### src/rtl/ltsl_pkg.sv
// shared types and constants for the line token span lexer
package ltsl_pkg;

   localparam int OFFSET_WIDTH_DEFAULT = 32;
   localparam int MAX_DEPTH_DEFAULT    = 255;

   localparam logic CMD_BYTE = 1'b0;
   localparam logic CMD_EOL  = 1'b1;

   localparam logic KIND_TOKEN = 1'b0;
   localparam logic KIND_LINE  = 1'b1;

   localparam logic [7:0] CH_HASH   = 8'h23;
   localparam logic [7:0] CH_QUOTE  = 8'h22;
   localparam logic [7:0] CH_DOLLAR = 8'h24;
   localparam logic [7:0] CH_LPAREN = 8'h28;
   localparam logic [7:0] CH_RPAREN = 8'h29;
   localparam logic [7:0] CH_SPACE  = 8'h20;
   localparam logic [7:0] CH_TAB    = 8'h09;
   localparam logic [7:0] CH_CR     = 8'h0d;

   typedef enum logic [2:0] {
      MODE_IDLE    = 3'd0,
      MODE_PLAIN   = 3'd1,
      MODE_QUOTE   = 3'd2,
      MODE_DOLLAR  = 3'd3,
      MODE_EXPR    = 3'd4,
      MODE_COMMENT = 3'd5
   } lex_mode_type;

endpackage

### src/rtl/line_token_span_lexer_core.sv
// line token span lexer: splits a byte stream into token and line end spans
//
// Takes one request per clock (a line byte with its offset, or an end-of-line
// mark) and updates the lexer state in the same cycle. Each request gives zero,
// one or two responses, which go into a four-entry response queue; rsp_ready
// low only stalls the request side once the queue holds more than two entries,
// so with the response side ready the block sustains one request per cycle.
// A byte yields at most one token span; an end-of-line mark yields the pending
// token span, if any, then the line record, marked with last. Offsets wrap
// at OFFSET_WIDTH bits and the $( ) nesting depth saturates at MAX_DEPTH.
module line_token_span_lexer_core #(
   parameter int OFFSET_WIDTH = ltsl_pkg::OFFSET_WIDTH_DEFAULT,
   parameter int MAX_DEPTH    = ltsl_pkg::MAX_DEPTH_DEFAULT
) (
   input  logic                    clock,
   input  logic                    reset,
   input  logic                    req_valid,
   output logic                    req_ready,
   input  logic                    req_cmd,
   input  logic [7:0]              req_ch,
   input  logic [OFFSET_WIDTH-1:0] req_offset,
   output logic                    rsp_valid,
   input  logic                    rsp_ready,
   output logic                    rsp_kind,
   output logic [OFFSET_WIDTH-1:0] rsp_span_begin,
   output logic [OFFSET_WIDTH-1:0] rsp_span_end,
   output logic                    rsp_is_symbolic,
   output logic                    rsp_has_comment,
   output logic                    rsp_last
);

   localparam int DEPTH_WIDTH = $clog2(MAX_DEPTH + 1);
   localparam logic [DEPTH_WIDTH-1:0] DEPTH_MAX = DEPTH_WIDTH'(MAX_DEPTH);
   localparam logic [DEPTH_WIDTH-1:0] DEPTH_ONE = DEPTH_WIDTH'(1);
   localparam logic [DEPTH_WIDTH-1:0] DEPTH_ZERO = '0;
   localparam logic [OFFSET_WIDTH-1:0] OFFSET_ONE = OFFSET_WIDTH'(1);
   localparam int QUEUE_DEPTH = 4;
   localparam int PTR_WIDTH = $clog2(QUEUE_DEPTH);
   localparam int CNT_WIDTH = $clog2(QUEUE_DEPTH + 1);
   localparam logic [CNT_WIDTH-1:0] CNT_ROOM = CNT_WIDTH'(QUEUE_DEPTH - 2);
   localparam logic [CNT_WIDTH-1:0] CNT_FULL = CNT_WIDTH'(QUEUE_DEPTH);
   localparam logic [PTR_WIDTH-1:0] PTR_ONE = PTR_WIDTH'(1);

   // lexer line state
   ltsl_pkg::lex_mode_type mode_ff, mode_in;
   logic [OFFSET_WIDTH-1:0] token_begin_ff, token_begin_in;
   logic                    symbolic_seen_ff, symbolic_seen_in;
   logic [DEPTH_WIDTH-1:0]  paren_depth_ff, paren_depth_in;
   logic [OFFSET_WIDTH-1:0] comment_begin_ff, comment_begin_in;
   logic                    comment_seen_ff, comment_seen_in;

   // response queue
   logic                    q_kind_ff     [QUEUE_DEPTH];
   logic [OFFSET_WIDTH-1:0] q_begin_ff    [QUEUE_DEPTH];
   logic [OFFSET_WIDTH-1:0] q_end_ff      [QUEUE_DEPTH];
   logic                    q_symbolic_ff [QUEUE_DEPTH];
   logic                    q_comment_ff  [QUEUE_DEPTH];
   logic                    q_last_ff     [QUEUE_DEPTH];
   logic [PTR_WIDTH-1:0]    wr_ptr_ff, wr_ptr_in;
   logic [PTR_WIDTH-1:0]    rd_ptr_ff, rd_ptr_in;
   logic [CNT_WIDTH-1:0]    count_ff, count_in;

   logic req_fire, rsp_fire, is_sep, depth_dec_zero;
   logic [DEPTH_WIDTH-1:0]  depth_after_close;
   logic [OFFSET_WIDTH-1:0] offset_next;
   logic [1:0]              num_res;

   logic                    r0_kind, r1_kind;
   logic [OFFSET_WIDTH-1:0] r0_begin, r0_end, r1_begin, r1_end;
   logic                    r0_symbolic, r0_comment, r0_last;
   logic                    r1_symbolic, r1_comment, r1_last;

   assign req_ready = (count_ff <= CNT_ROOM);
   assign req_fire  = req_valid && req_ready;
   assign rsp_valid = (count_ff != '0);
   assign rsp_fire  = rsp_valid && rsp_ready;

   assign is_sep = req_ch inside {ltsl_pkg::CH_SPACE, ltsl_pkg::CH_TAB, ltsl_pkg::CH_CR};
   assign offset_next = req_offset + OFFSET_ONE;
   assign depth_after_close = (paren_depth_ff != DEPTH_ZERO) ?
                              paren_depth_ff - DEPTH_ONE : DEPTH_ZERO;
   assign depth_dec_zero = (depth_after_close == DEPTH_ZERO);

   // next line state
   always_comb begin
      mode_in          = mode_ff;
      token_begin_in   = token_begin_ff;
      symbolic_seen_in = symbolic_seen_ff;
      paren_depth_in   = paren_depth_ff;
      comment_begin_in = comment_begin_ff;
      comment_seen_in  = comment_seen_ff;
      if (req_cmd == ltsl_pkg::CMD_EOL) begin
         mode_in          = ltsl_pkg::MODE_IDLE;
         token_begin_in   = '0;
         symbolic_seen_in = 1'b0;
         paren_depth_in   = DEPTH_ZERO;
         comment_begin_in = '0;
         comment_seen_in  = 1'b0;
      end else begin
         case (mode_ff)
            ltsl_pkg::MODE_PLAIN: begin
               if (is_sep) begin
                  mode_in = ltsl_pkg::MODE_IDLE;
               end else if (req_ch == ltsl_pkg::CH_DOLLAR) begin
                  symbolic_seen_in = 1'b1;
               end
            end
            ltsl_pkg::MODE_DOLLAR: begin
               if (req_ch == ltsl_pkg::CH_LPAREN) begin
                  mode_in        = ltsl_pkg::MODE_EXPR;
                  paren_depth_in = DEPTH_ONE;
               end else if (is_sep) begin
                  mode_in = ltsl_pkg::MODE_IDLE;
               end else begin
                  mode_in = ltsl_pkg::MODE_PLAIN;
               end
            end
            ltsl_pkg::MODE_QUOTE: begin
               if (req_ch == ltsl_pkg::CH_QUOTE) begin
                  mode_in = ltsl_pkg::MODE_IDLE;
               end
            end
            ltsl_pkg::MODE_EXPR: begin
               if (req_ch == ltsl_pkg::CH_LPAREN) begin
                  if (paren_depth_ff < DEPTH_MAX) begin
                     paren_depth_in = paren_depth_ff + DEPTH_ONE;
                  end
               end else if (req_ch == ltsl_pkg::CH_RPAREN) begin
                  paren_depth_in = depth_after_close;
                  if (depth_dec_zero) begin
                     mode_in = ltsl_pkg::MODE_IDLE;
                  end
               end
            end
            ltsl_pkg::MODE_COMMENT: begin
            end
            default: begin
               if (is_sep) begin
               end else if (req_ch == ltsl_pkg::CH_HASH) begin
                  comment_begin_in = req_offset;
                  comment_seen_in  = 1'b1;
                  mode_in          = ltsl_pkg::MODE_COMMENT;
               end else begin
                  token_begin_in = req_offset;
                  paren_depth_in = DEPTH_ZERO;
                  if (req_ch == ltsl_pkg::CH_QUOTE) begin
                     mode_in          = ltsl_pkg::MODE_QUOTE;
                     symbolic_seen_in = 1'b0;
                  end else if (req_ch == ltsl_pkg::CH_DOLLAR) begin
                     mode_in          = ltsl_pkg::MODE_DOLLAR;
                     symbolic_seen_in = 1'b1;
                  end else begin
                     mode_in          = ltsl_pkg::MODE_PLAIN;
                     symbolic_seen_in = 1'b0;
                  end
               end
            end
         endcase
      end
   end

   // responses caused by this request
   always_comb begin
      num_res     = 2'd0;
      r0_kind     = ltsl_pkg::KIND_TOKEN;
      r0_begin    = token_begin_ff;
      r0_end      = req_offset;
      r0_symbolic = symbolic_seen_ff;
      r0_comment  = 1'b0;
      r0_last     = 1'b1;
      r1_kind     = ltsl_pkg::KIND_LINE;
      r1_begin    = comment_seen_ff ? comment_begin_ff : req_offset;
      r1_end      = req_offset;
      r1_symbolic = 1'b0;
      r1_comment  = comment_seen_ff;
      r1_last     = 1'b1;
      if (req_cmd == ltsl_pkg::CMD_EOL) begin
         if (mode_ff inside {ltsl_pkg::MODE_PLAIN, ltsl_pkg::MODE_QUOTE,
                             ltsl_pkg::MODE_DOLLAR, ltsl_pkg::MODE_EXPR}) begin
            num_res = 2'd2;
            r0_last = 1'b0;
         end else begin
            // line record alone goes in the first slot
            num_res     = 2'd1;
            r0_kind     = r1_kind;
            r0_begin    = r1_begin;
            r0_symbolic = 1'b0;
            r0_comment  = r1_comment;
         end
      end else begin
         case (mode_ff)
            ltsl_pkg::MODE_PLAIN: begin
               if (is_sep) begin
                  num_res = 2'd1;
               end
            end
            ltsl_pkg::MODE_DOLLAR: begin
               if (req_ch != ltsl_pkg::CH_LPAREN && is_sep) begin
                  num_res     = 2'd1;
                  r0_symbolic = 1'b1;
               end
            end
            ltsl_pkg::MODE_QUOTE: begin
               if (req_ch == ltsl_pkg::CH_QUOTE) begin
                  num_res     = 2'd1;
                  r0_end      = offset_next;
                  r0_symbolic = 1'b0;
               end
            end
            ltsl_pkg::MODE_EXPR: begin
               if (req_ch == ltsl_pkg::CH_RPAREN && depth_dec_zero) begin
                  num_res     = 2'd1;
                  r0_end      = offset_next;
                  r0_symbolic = 1'b1;
               end
            end
            default: begin
               num_res = 2'd0;
            end
         endcase
      end
   end

   // queue pointers
   always_comb begin
      wr_ptr_in = wr_ptr_ff;
      rd_ptr_in = rd_ptr_ff;
      count_in  = count_ff;
      if (req_fire) begin
         wr_ptr_in = wr_ptr_ff + PTR_WIDTH'(num_res);
         count_in  = count_ff + CNT_WIDTH'(num_res);
      end
      if (rsp_fire) begin
         rd_ptr_in = rd_ptr_ff + PTR_ONE;
         count_in  = count_in - CNT_WIDTH'(1);
      end
   end

   always_ff @(posedge clock) begin
      if (reset) begin
         mode_ff          <= ltsl_pkg::MODE_IDLE;
         token_begin_ff   <= '0;
         symbolic_seen_ff <= 1'b0;
         paren_depth_ff   <= DEPTH_ZERO;
         comment_begin_ff <= '0;
         comment_seen_ff  <= 1'b0;
         wr_ptr_ff        <= '0;
         rd_ptr_ff        <= '0;
         count_ff         <= '0;
      end else begin
         if (req_fire) begin
            mode_ff          <= mode_in;
            token_begin_ff   <= token_begin_in;
            symbolic_seen_ff <= symbolic_seen_in;
            paren_depth_ff   <= paren_depth_in;
            comment_begin_ff <= comment_begin_in;
            comment_seen_ff  <= comment_seen_in;
         end
         wr_ptr_ff <= wr_ptr_in;
         rd_ptr_ff <= rd_ptr_in;
         count_ff  <= count_in;
      end
   end

   always_ff @(posedge clock) begin
      if (req_fire && num_res != 2'd0) begin
         q_kind_ff[wr_ptr_ff]     <= r0_kind;
         q_begin_ff[wr_ptr_ff]    <= r0_begin;
         q_end_ff[wr_ptr_ff]      <= r0_end;
         q_symbolic_ff[wr_ptr_ff] <= r0_symbolic;
         q_comment_ff[wr_ptr_ff]  <= r0_comment;
         q_last_ff[wr_ptr_ff]     <= r0_last;
      end
      if (req_fire && num_res == 2'd2) begin
         q_kind_ff[wr_ptr_ff + PTR_ONE]     <= r1_kind;
         q_begin_ff[wr_ptr_ff + PTR_ONE]    <= r1_begin;
         q_end_ff[wr_ptr_ff + PTR_ONE]      <= r1_end;
         q_symbolic_ff[wr_ptr_ff + PTR_ONE] <= r1_symbolic;
         q_comment_ff[wr_ptr_ff + PTR_ONE]  <= r1_comment;
         q_last_ff[wr_ptr_ff + PTR_ONE]     <= r1_last;
      end
   end

   assign rsp_kind        = q_kind_ff[rd_ptr_ff];
   assign rsp_span_begin  = q_begin_ff[rd_ptr_ff];
   assign rsp_span_end    = q_end_ff[rd_ptr_ff];
   assign rsp_is_symbolic = q_symbolic_ff[rd_ptr_ff];
   assign rsp_has_comment = q_comment_ff[rd_ptr_ff];
   assign rsp_last        = q_last_ff[rd_ptr_ff];

`ifndef NO_ASSERTIONS
   // nesting depth is only held while inside a $( ) expression
   a_depth_expr: assert property (@(posedge clock) disable iff (reset)
      (paren_depth_ff != DEPTH_ZERO) == (mode_ff == ltsl_pkg::MODE_EXPR))
      else $error("paren depth out of step with lexer mode");

   a_comment_mode: assert property (@(posedge clock) disable iff (reset)
      comment_seen_ff == (mode_ff == ltsl_pkg::MODE_COMMENT))
      else $error("comment flag out of step with lexer mode");

   a_eol_clears: assert property (@(posedge clock) disable iff (reset)
      req_fire && req_cmd == ltsl_pkg::CMD_EOL |=>
         mode_ff == ltsl_pkg::MODE_IDLE && !comment_seen_ff && count_ff != '0)
      else $error("end of line did not clear line state or queue a record");

   a_queue_bound: assert property (@(posedge clock) disable iff (reset)
      count_ff <= CNT_FULL)
      else $error("response queue overflow");
`endif

endmodule
### config.mk
export PLATFORM = sky130hd
export DESIGN_NAME = line_token_span_lexer_core
export DESIGN_NICKNAME = d
export VERILOG_FILES = /design/src/rtl/ltsl_pkg.sv /design/src/rtl/line_token_span_lexer_core.sv
export SDC_FILE = /design/constraint.sdc
export NUM_CORES = 1
export LEC_CHECK = 0
export BUFFER_PORTS_ARGS = -buffer_cell sky130_fd_sc_hd__buf_2
export CAP_MARGIN = 30
export CORE_MARGIN = 2
export CORE_UTILIZATION = 38
export DETAILED_ROUTE_END_ITERATION = 10
export GPL_TIMING_DRIVEN = 1
export MAX_ROUTING_LAYER = met4
export SYNTH_ARGS = -nofsm -noshare
export SYNTH_HDL_FRONTEND = slang
export SYNTH_SLANG_ARGS = --single-unit
### constraint.sdc
create_clock -name clock -period 7.8 [get_ports clock]
set_input_delay 0.39 -clock clock [delete_from_list [all_inputs] [get_ports clock]]
set_output_delay 0.39 -clock clock [all_outputs]
set_load 0.02 [all_outputs]
==> flow_summary.ini, run 1 <==
[timing]
finalSetupTns_ns = 0
worst_pin_slew_ns = 1.05
fin_crit_sh_pct = 61.3
slew_viol_final = 0
slew_headroom_pct = 28.9
final_hold_viol_count = 0
whs_ns = 0.201
setup_violations = 0
fmax_mhz = 209
fin_skew_ns = 0.0241
period_needed_ns = 4.78
rsz0062_at_grt = no

[yosys]
syn-cell-area_mm2 = 0.0175
synth-compound-area-share_pct = 11.9
syn_avg_cell_area_um2 = 11.7
synthCells = 1493
ys_types = 81
synth_xor_area_share_pct = 5.55
synthFlopType = edfxtp_1
ys_warn_count = 0
async_flop_share_pct = 0
synth_top_family_by_area = simple AND/OR/NAND/NOR gates
synth-edff-count = 260
ys_seq_area_share_pct = 55.8
synth_adder_area_share_pct = 0.614
ys_ff_latch = 358
muxShareOfSynthArea_pct = 10.9
synth-simple-area-share_pct = 12.0
synth_nets = 1546

[power]
leakage_nw = 6.81
clockPowerShare_pct = 30.3
p_int_mw = 3.75
p_sw_mw = 1.83
p_comb_share_pct = 27.3
pwr-share-seq_pct = 42.4
switching_share_pct = 32.7
peakVddDrop_mv = 0.158
p_per_area_mw_per_mm2 = 281

[hold_path]
holdPathEnd = count_ff[0]
min-delay-start = rsp_ready
hp-class = in -> reg
whs_path_depth = 4

[clock_network]
clock_latency_ns = 0.56
cts_setup_buffers = 0
cts.clk_slew.worst_paths_ns = 0.07
numCtsBuffers = 38
clkSinkCount = 358
cts_hold_buf = 0
postCtsResizedCells = 0
root_buffer = clkbuf_16
htree_levels = 2
cts_tree = yes
clock_path_buffers = 3

[setup_path]
crit_family = simple AND/OR/NAND/NOR gates
cp_max_fo = 40
startpoint = paren_depth_ff[0]
ff2ff_setup_slack_ns = 3.02
r2r-end = q_end_ff[3][13]
crit_path_start_kind = flop
cp.required_ns = 7.97
reg2reg_from = paren_depth_ff[0]
critPathBufInv = 2
path_cells = inv_1 -> ha_1 -> or4b_4 -> nor3_1 -> a32o_1 -> nor2_1 -> a21oi_2 -> a21oi_1 -> nor2_4 -> buf_4
arrival_ns = 4.95
crit_type = reg -> reg
reg2reg_depth = 10
crit_path_end_kind = flop
crit_path_top_delay_cell = nor2_4
cpPeakStageDelay_ns = 0.80

[die]
core.rowCount = 78
die_w_um = 219
die_area_mm2 = 0.0478
die_y_um = 219
initial_core_util_pct = 38.5
io_pins = 115
core_area_mm2 = 0.0455

[drt]
wire_per_inst_um = 20.6
vias = 12000
routed_via_density = 5.51
remaining_drc_errors = 0
antenna_left = 0
drtPass1Iterations = 5
routed_wl_um = 44800
drt_iter0_drc = 918

[status]
run_status = completed

[layout]
ff_latch_area_mm2 = 0.00978
final_cell_mix = 260 x edfxtp_1, 239 x nor2_1, 165 x a21oi_1
area_delta_synth_final_pct = 13.3
drive_gt1_share_pct = 20.1
multiInputGateArea_mm2 = 0.00727
fillers = 4278
nNetsFinal = 1596
layout_commonest_cell = edfxtp_1

[placed_design]
dp_hpwl_um = 27700
gp_congestion = 0.789
portBuffers = 114

[grt]
grt_max_degree = 66
grt_overflow = 0
grt_pass1_wl_um = 69500
groute.usage.overall_pct = 19.5
antenna_found_initial = 6
grt_pass1_vias = 11800

[flow_run]
cap_violations = 0
## registers in the layout, summed over array words and instances (netlist names), 8 cells and up, named ones only
signal	count
comment_begin_ff	32
paren_depth_ff	8
q_begin_ff	128
q_end_ff	128
token_begin_ff	32
## worst max-delay path by stage
stage,endpoint,slack (ns),depth (start not counted)
6_report,q_end_ff[3][13],3.02,10
5_1_grt,q_end_ff[3][21],2.73,10
4_1_cts,q_end_ff[3][25],3.02,10
3_5_place_dp,q_end_ff[3][24],3.06,10
3_3_place_gp,q_end_ff[1][27],3.12,9
2_1_floorplan,q_begin_ff[2][0],1.27,5
## power by group through the flow
stage | Sequential [mW] | Combinational [mW] | Clock (mW)
final | 2.37 | 1.52 | 1.69
after global routing | 2.39 | 1.65 | 1.80
after CTS | 2.37 | 1.56 | 1.72
after detailed placement | 2.41 | 1.55 | 0
after global placement | 2.40 | 1.53 | 0
after floorplan | 2.34 | 1.11 | 0
## cell type report
class | count | area share (%)
diodes | 7 | 0.0883
clock buffers | 45 | 4.98
clock inverters | 23 | 0.776
inverters | 14 | 0.265
multi-input cells | 991 | 36.6
flip-flops and latches | 358 | 49.3
well taps | 600 | 3.79
repair buffers | 140 | 4.16
## layer usage
layer	up-vias	part of all wire (%)	global-route usage [%]	wire, um
li1	5640	-	-	-
met1	5926	41	24.5	18600
met2	382	49	32.7	22100
met3	62	6.7	3.31	2990
met4	0	2.4	5.23	1060
met5	-	0	-	0
## worst register-to-register path, stage by stage, from the launching register on
cell and delay, ns:
dfxtp_1 0.40, inv_1 0.18, ha_1 0.18, or4b_4 0.50, nor3_1 0.55, a32o_1 0.22
nor2_1 0.20, a21oi_2 0.41, a21oi_1 0.25, nor2_4 0.80, buf_4 0.69
## through the flow
stage | instances | area [um2] | utilization, % | setup WS, ns | power, mW
finish | 2178 | 19800 | 43.6 | 3.02 | 5.58
global route | 2177 | 19800 | 43.6 | 2.73 | 5.84
CTS | 2171 | 19800 | 43.6 | 3.02 | 5.65
detailed placement | 2103 | 18700 | 41.1 | 3.06 | 3.96
global placement | 2098 | 18600 | 40.8 | 3.12 | 3.93
floorplan | 1493 | 17500 | - | 1.27 | 3.44
## cell usage after synthesis (10+ instances only)
library cell	number	area, um2
buf_2	10	50.1
dfxtp_1	98	1960
nor2_1	241	905
nor3b_1	10	75.1
nand3_1	12	60.1
xnor2_1	60	526
mux4_2	68	1530
mux2i_1	37	370
nor3_1	15	75.1
clkbuf_1	105	394
and2_1	12	75.1
buf_1	12	45.0
xor2_1	51	447
a21oi_1	165	826
edfxtp_1	260	7810
a22oi_1	59	443
o21ai_0	40	200
nand2_1	64	240
inv_1	14	52.6
nand4_1	14	87.6
## logic make-up (layout without fill, tap and decap cells)
logic type	count (synthesis)	in the layout
AO/OA/AOI/OAI	337	337
XOR/XNOR	111	111
adder cells (fa/ha/maj)	8	8
buffers and inverters	144	222
flip-flops	358	358
multiplexers	106	106
other	0	7
AND/OR/NAND/NOR	429	429
No activity file was read; power rests on OpenSTA's default activity.
==> run 2: changes to the inputs <==
Settings changed: ABC_AREA set to 1.
Clock period 7.8 ns to 4.3 ns, I/O delays scaled along.
==> run 2 against run 1 <==
Design area increased by 4.2%; worst hold slack worse by 0.18 ns; critical path depth up 11; clock-buffer cell count rose by 17; total power rose by 130%; synthesized cell count increased by 41%; clock power rose by 110%; sequential power increased by 110%.
==> flow_summary.ini, run 2 <==
[status]
run_status = completed

[yosys]
yosys.area.top_type_share_pct = 43.1
ys_seq_area_share_pct = 53.9
synth_commonest_cells = 403 x o21ai_0, 338 x nand2_1, 260 x edfxtp_1, 252 x nor2_1, 140 x inv_1
syn_avg_cell_area_um2 = 8.63
async_flop_share_pct = 0
synth_nets = 2154
yosysMostFrequentCell = o21ai_0
synth-edff-count = 260
yosysTopAreaCell = edfxtp_1
synth_area_leaders = edfxtp_1 43%, o21ai_0 11%, dfxtp_1 11%
ys_warn_count = 0
ys_types = 46
syn-cell-area_mm2 = 0.0181
ys_ff_latch = 358
synthFlopType = edfxtp_1
synthCells = 2101

[setup_path]
arrival_ns = 4.15
crit_type = reg -> reg
cp.required_ns = 4.73
crit_path_start_kind = flop
crit_path_end_kind = flop
cp_max_fo = 9
reg2reg_depth = 21

[hold_path]
hp-class = in -> reg
whs_path_depth = 3

[layout]
nNetsFinal = 2214
top_regs = q_begin_ff (128), q_end_ff (128)
layout_commonest_cell = o21ai_0
final_cell_mix = 403 x o21ai_0, 334 x nand2_1, 260 x edfxtp_1
fillers = 4657
final_util_pct = 43.6
drive_gt1_share_pct = 12.3
area_delta_synth_final_pct = 14.1

[die]
core.rowCount = 80
core_area_mm2 = 0.0474
io_pins = 115
die_y_um = 222
initial_core_util_pct = 38.2
die_area_mm2 = 0.0495
die_w_um = 222

[grt]
groute.usage.overall_pct = 22.1
grt_overflow = 0
grt_pass1_vias = 14800
grt_pass1_wl_um = 83200
grt_max_degree = 71
antenna_found_initial = 3

[placed_design]
portBuffers = 114
dp_hpwl_um = 34900
gp_congestion = 0.880

[timing]
setup_violations = 0
slew_viol_final = 0
final_hold_viol_count = 0
fin_crit_sh_pct = 86.4
fmax_mhz = 269
worst_pin_slew_ns = 0.963
period_needed_ns = 3.71
slew_headroom_pct = 35.7
rsz0062_at_grt = no
fin_skew_ns = 0.0249
finalSetupTns_ns = 0

[clock_network]
root_buffer = clkbuf_16
cts_tree = yes
clock_latency_ns = 0.55
cts_setup_buffers = 0
cts.clk_slew.worst_paths_ns = 0.06
numCtsBuffers = 40
htree_levels = 2
clkSinkCount = 358
clock_path_buffers = 3

[drt]
drtPass1Iterations = 7
wire_per_inst_um = 19.3
remaining_drc_errors = 0
routed_via_density = 5.48
drt_iter0_drc = 1520
routed_wl_um = 54200
vias = 15400
antenna_left = 0

[power]
leakage_nw = 7.75
p_per_area_mw_per_mm2 = 626
peakVddDrop_mv = 0.380

[flow_run]
cap_violations = 0
[run 2: timing repair]
action                                 4_1_cts  5_1_grt
gates resized for setup                      0        0
hold buffers                                 9        0
setup endpoints to repair                    0        0
endpoints found under the hold margin       11        0
[run 2: worst max-delay path: stages, from the launching register on]
cell	delay, ns
dfxtp_1	0.36
inv_1	0.22
ha_1	0.23
nand2_2	0.08
nor2_1	0.16
nand2_1	0.07
nand3_1	0.10
nand3_1	0.14
nor2_4	0.15
nand4_1	0.21
nand4_2	0.27
inv_1	0.07
nor2_1	0.14
ha_1	0.17
inv_1	0.05
fa_1	0.48
nand2_1	0.05
o21ai_0	0.15
ha_1	0.22
nand2_1	0.07
o21ai_0	0.16
a21oi_1	0.06
[run 2: cell families after synthesis]
logic type	Yosys count	synth area share, %
compound gates	733	22.3
simple gates	691	15.7
flops	358	53.9
buf+inv	289	6.39
xor+xnor	22	1.06
fa+ha+maj	8	0.594
[run 2: final timing paths]
path / start / end / slack (ns)
setup / recovery: paren_depth_ff[0] / count_ff[2] / 0.59
setup reg to reg: paren_depth_ff[0] / count_ff[2] / 0.59
hold / removal: req_offset[3] / comment_begin_ff[3] / 0.02
hold reg to reg: q_kind_ff[2] / q_kind_ff[2] / 0.45
[run 2: metal layers]
metal	share of wire (%)	global-route usage [%]	wire, um	vias up
met4	3.3	7.84	1760	0
met2	49	37.2	26600	471
met5	0	-	0	-
li1	-	-	-	7499
met3	6.0	3.27	3250	98
met1	42	27.1	22500	7331
[run 2: layout make-up]
class                           instances  area (um2)  area share, %
Inverter                              156         588           2.84
Clock inverter                         12         124          0.599
Sequential cell                       358        9780           47.3
Timing Repair Buffer                  151         973           4.71
Multi-Input combinational cell       1454        7230           35.0
Antenna cell                            3        7.51         0.0363
Clock buffer                           62        1210           5.84
Tap cell                              615         769           3.72
[run 2: report_power, final]
| part | internal (mW) | leakage, nW | switching [mW] | total [mW] |
|---|---|---|---|---|
| Clock | 2.06 | 0.649 | 1.42 | 3.48 |
| Combinational | 1.35 | 3.90 | 3.25 | 4.60 |
| Sequential | 4.57 | 3.20 | 0.301 | 4.87 |
| Total | 7.98 | 7.75 | 4.96 | 12.9 |
[run 2: metrics by stage]
step / total power, mW / cells / hold slack, ns / instance area, um2 / worst slack [ns]
3_3_place_gp: 9.43 / 2722 / 0.438 / 19200 / 0.634
5_1_grt: 13.7 / 2811 / 0.0313 / 20700 / 0.250
4_1_cts: 13.0 / 2807 / 0.00437 / 20600 / 0.576
6_report: 12.9 / 2811 / 0.0182 / 20700 / 0.587
3_5_place_dp: 9.55 / 2724 / 0.444 / 19200 / 0.587
2_1_floorplan: 8.02 / 2101 / 0.360 / 18100 / 0.649
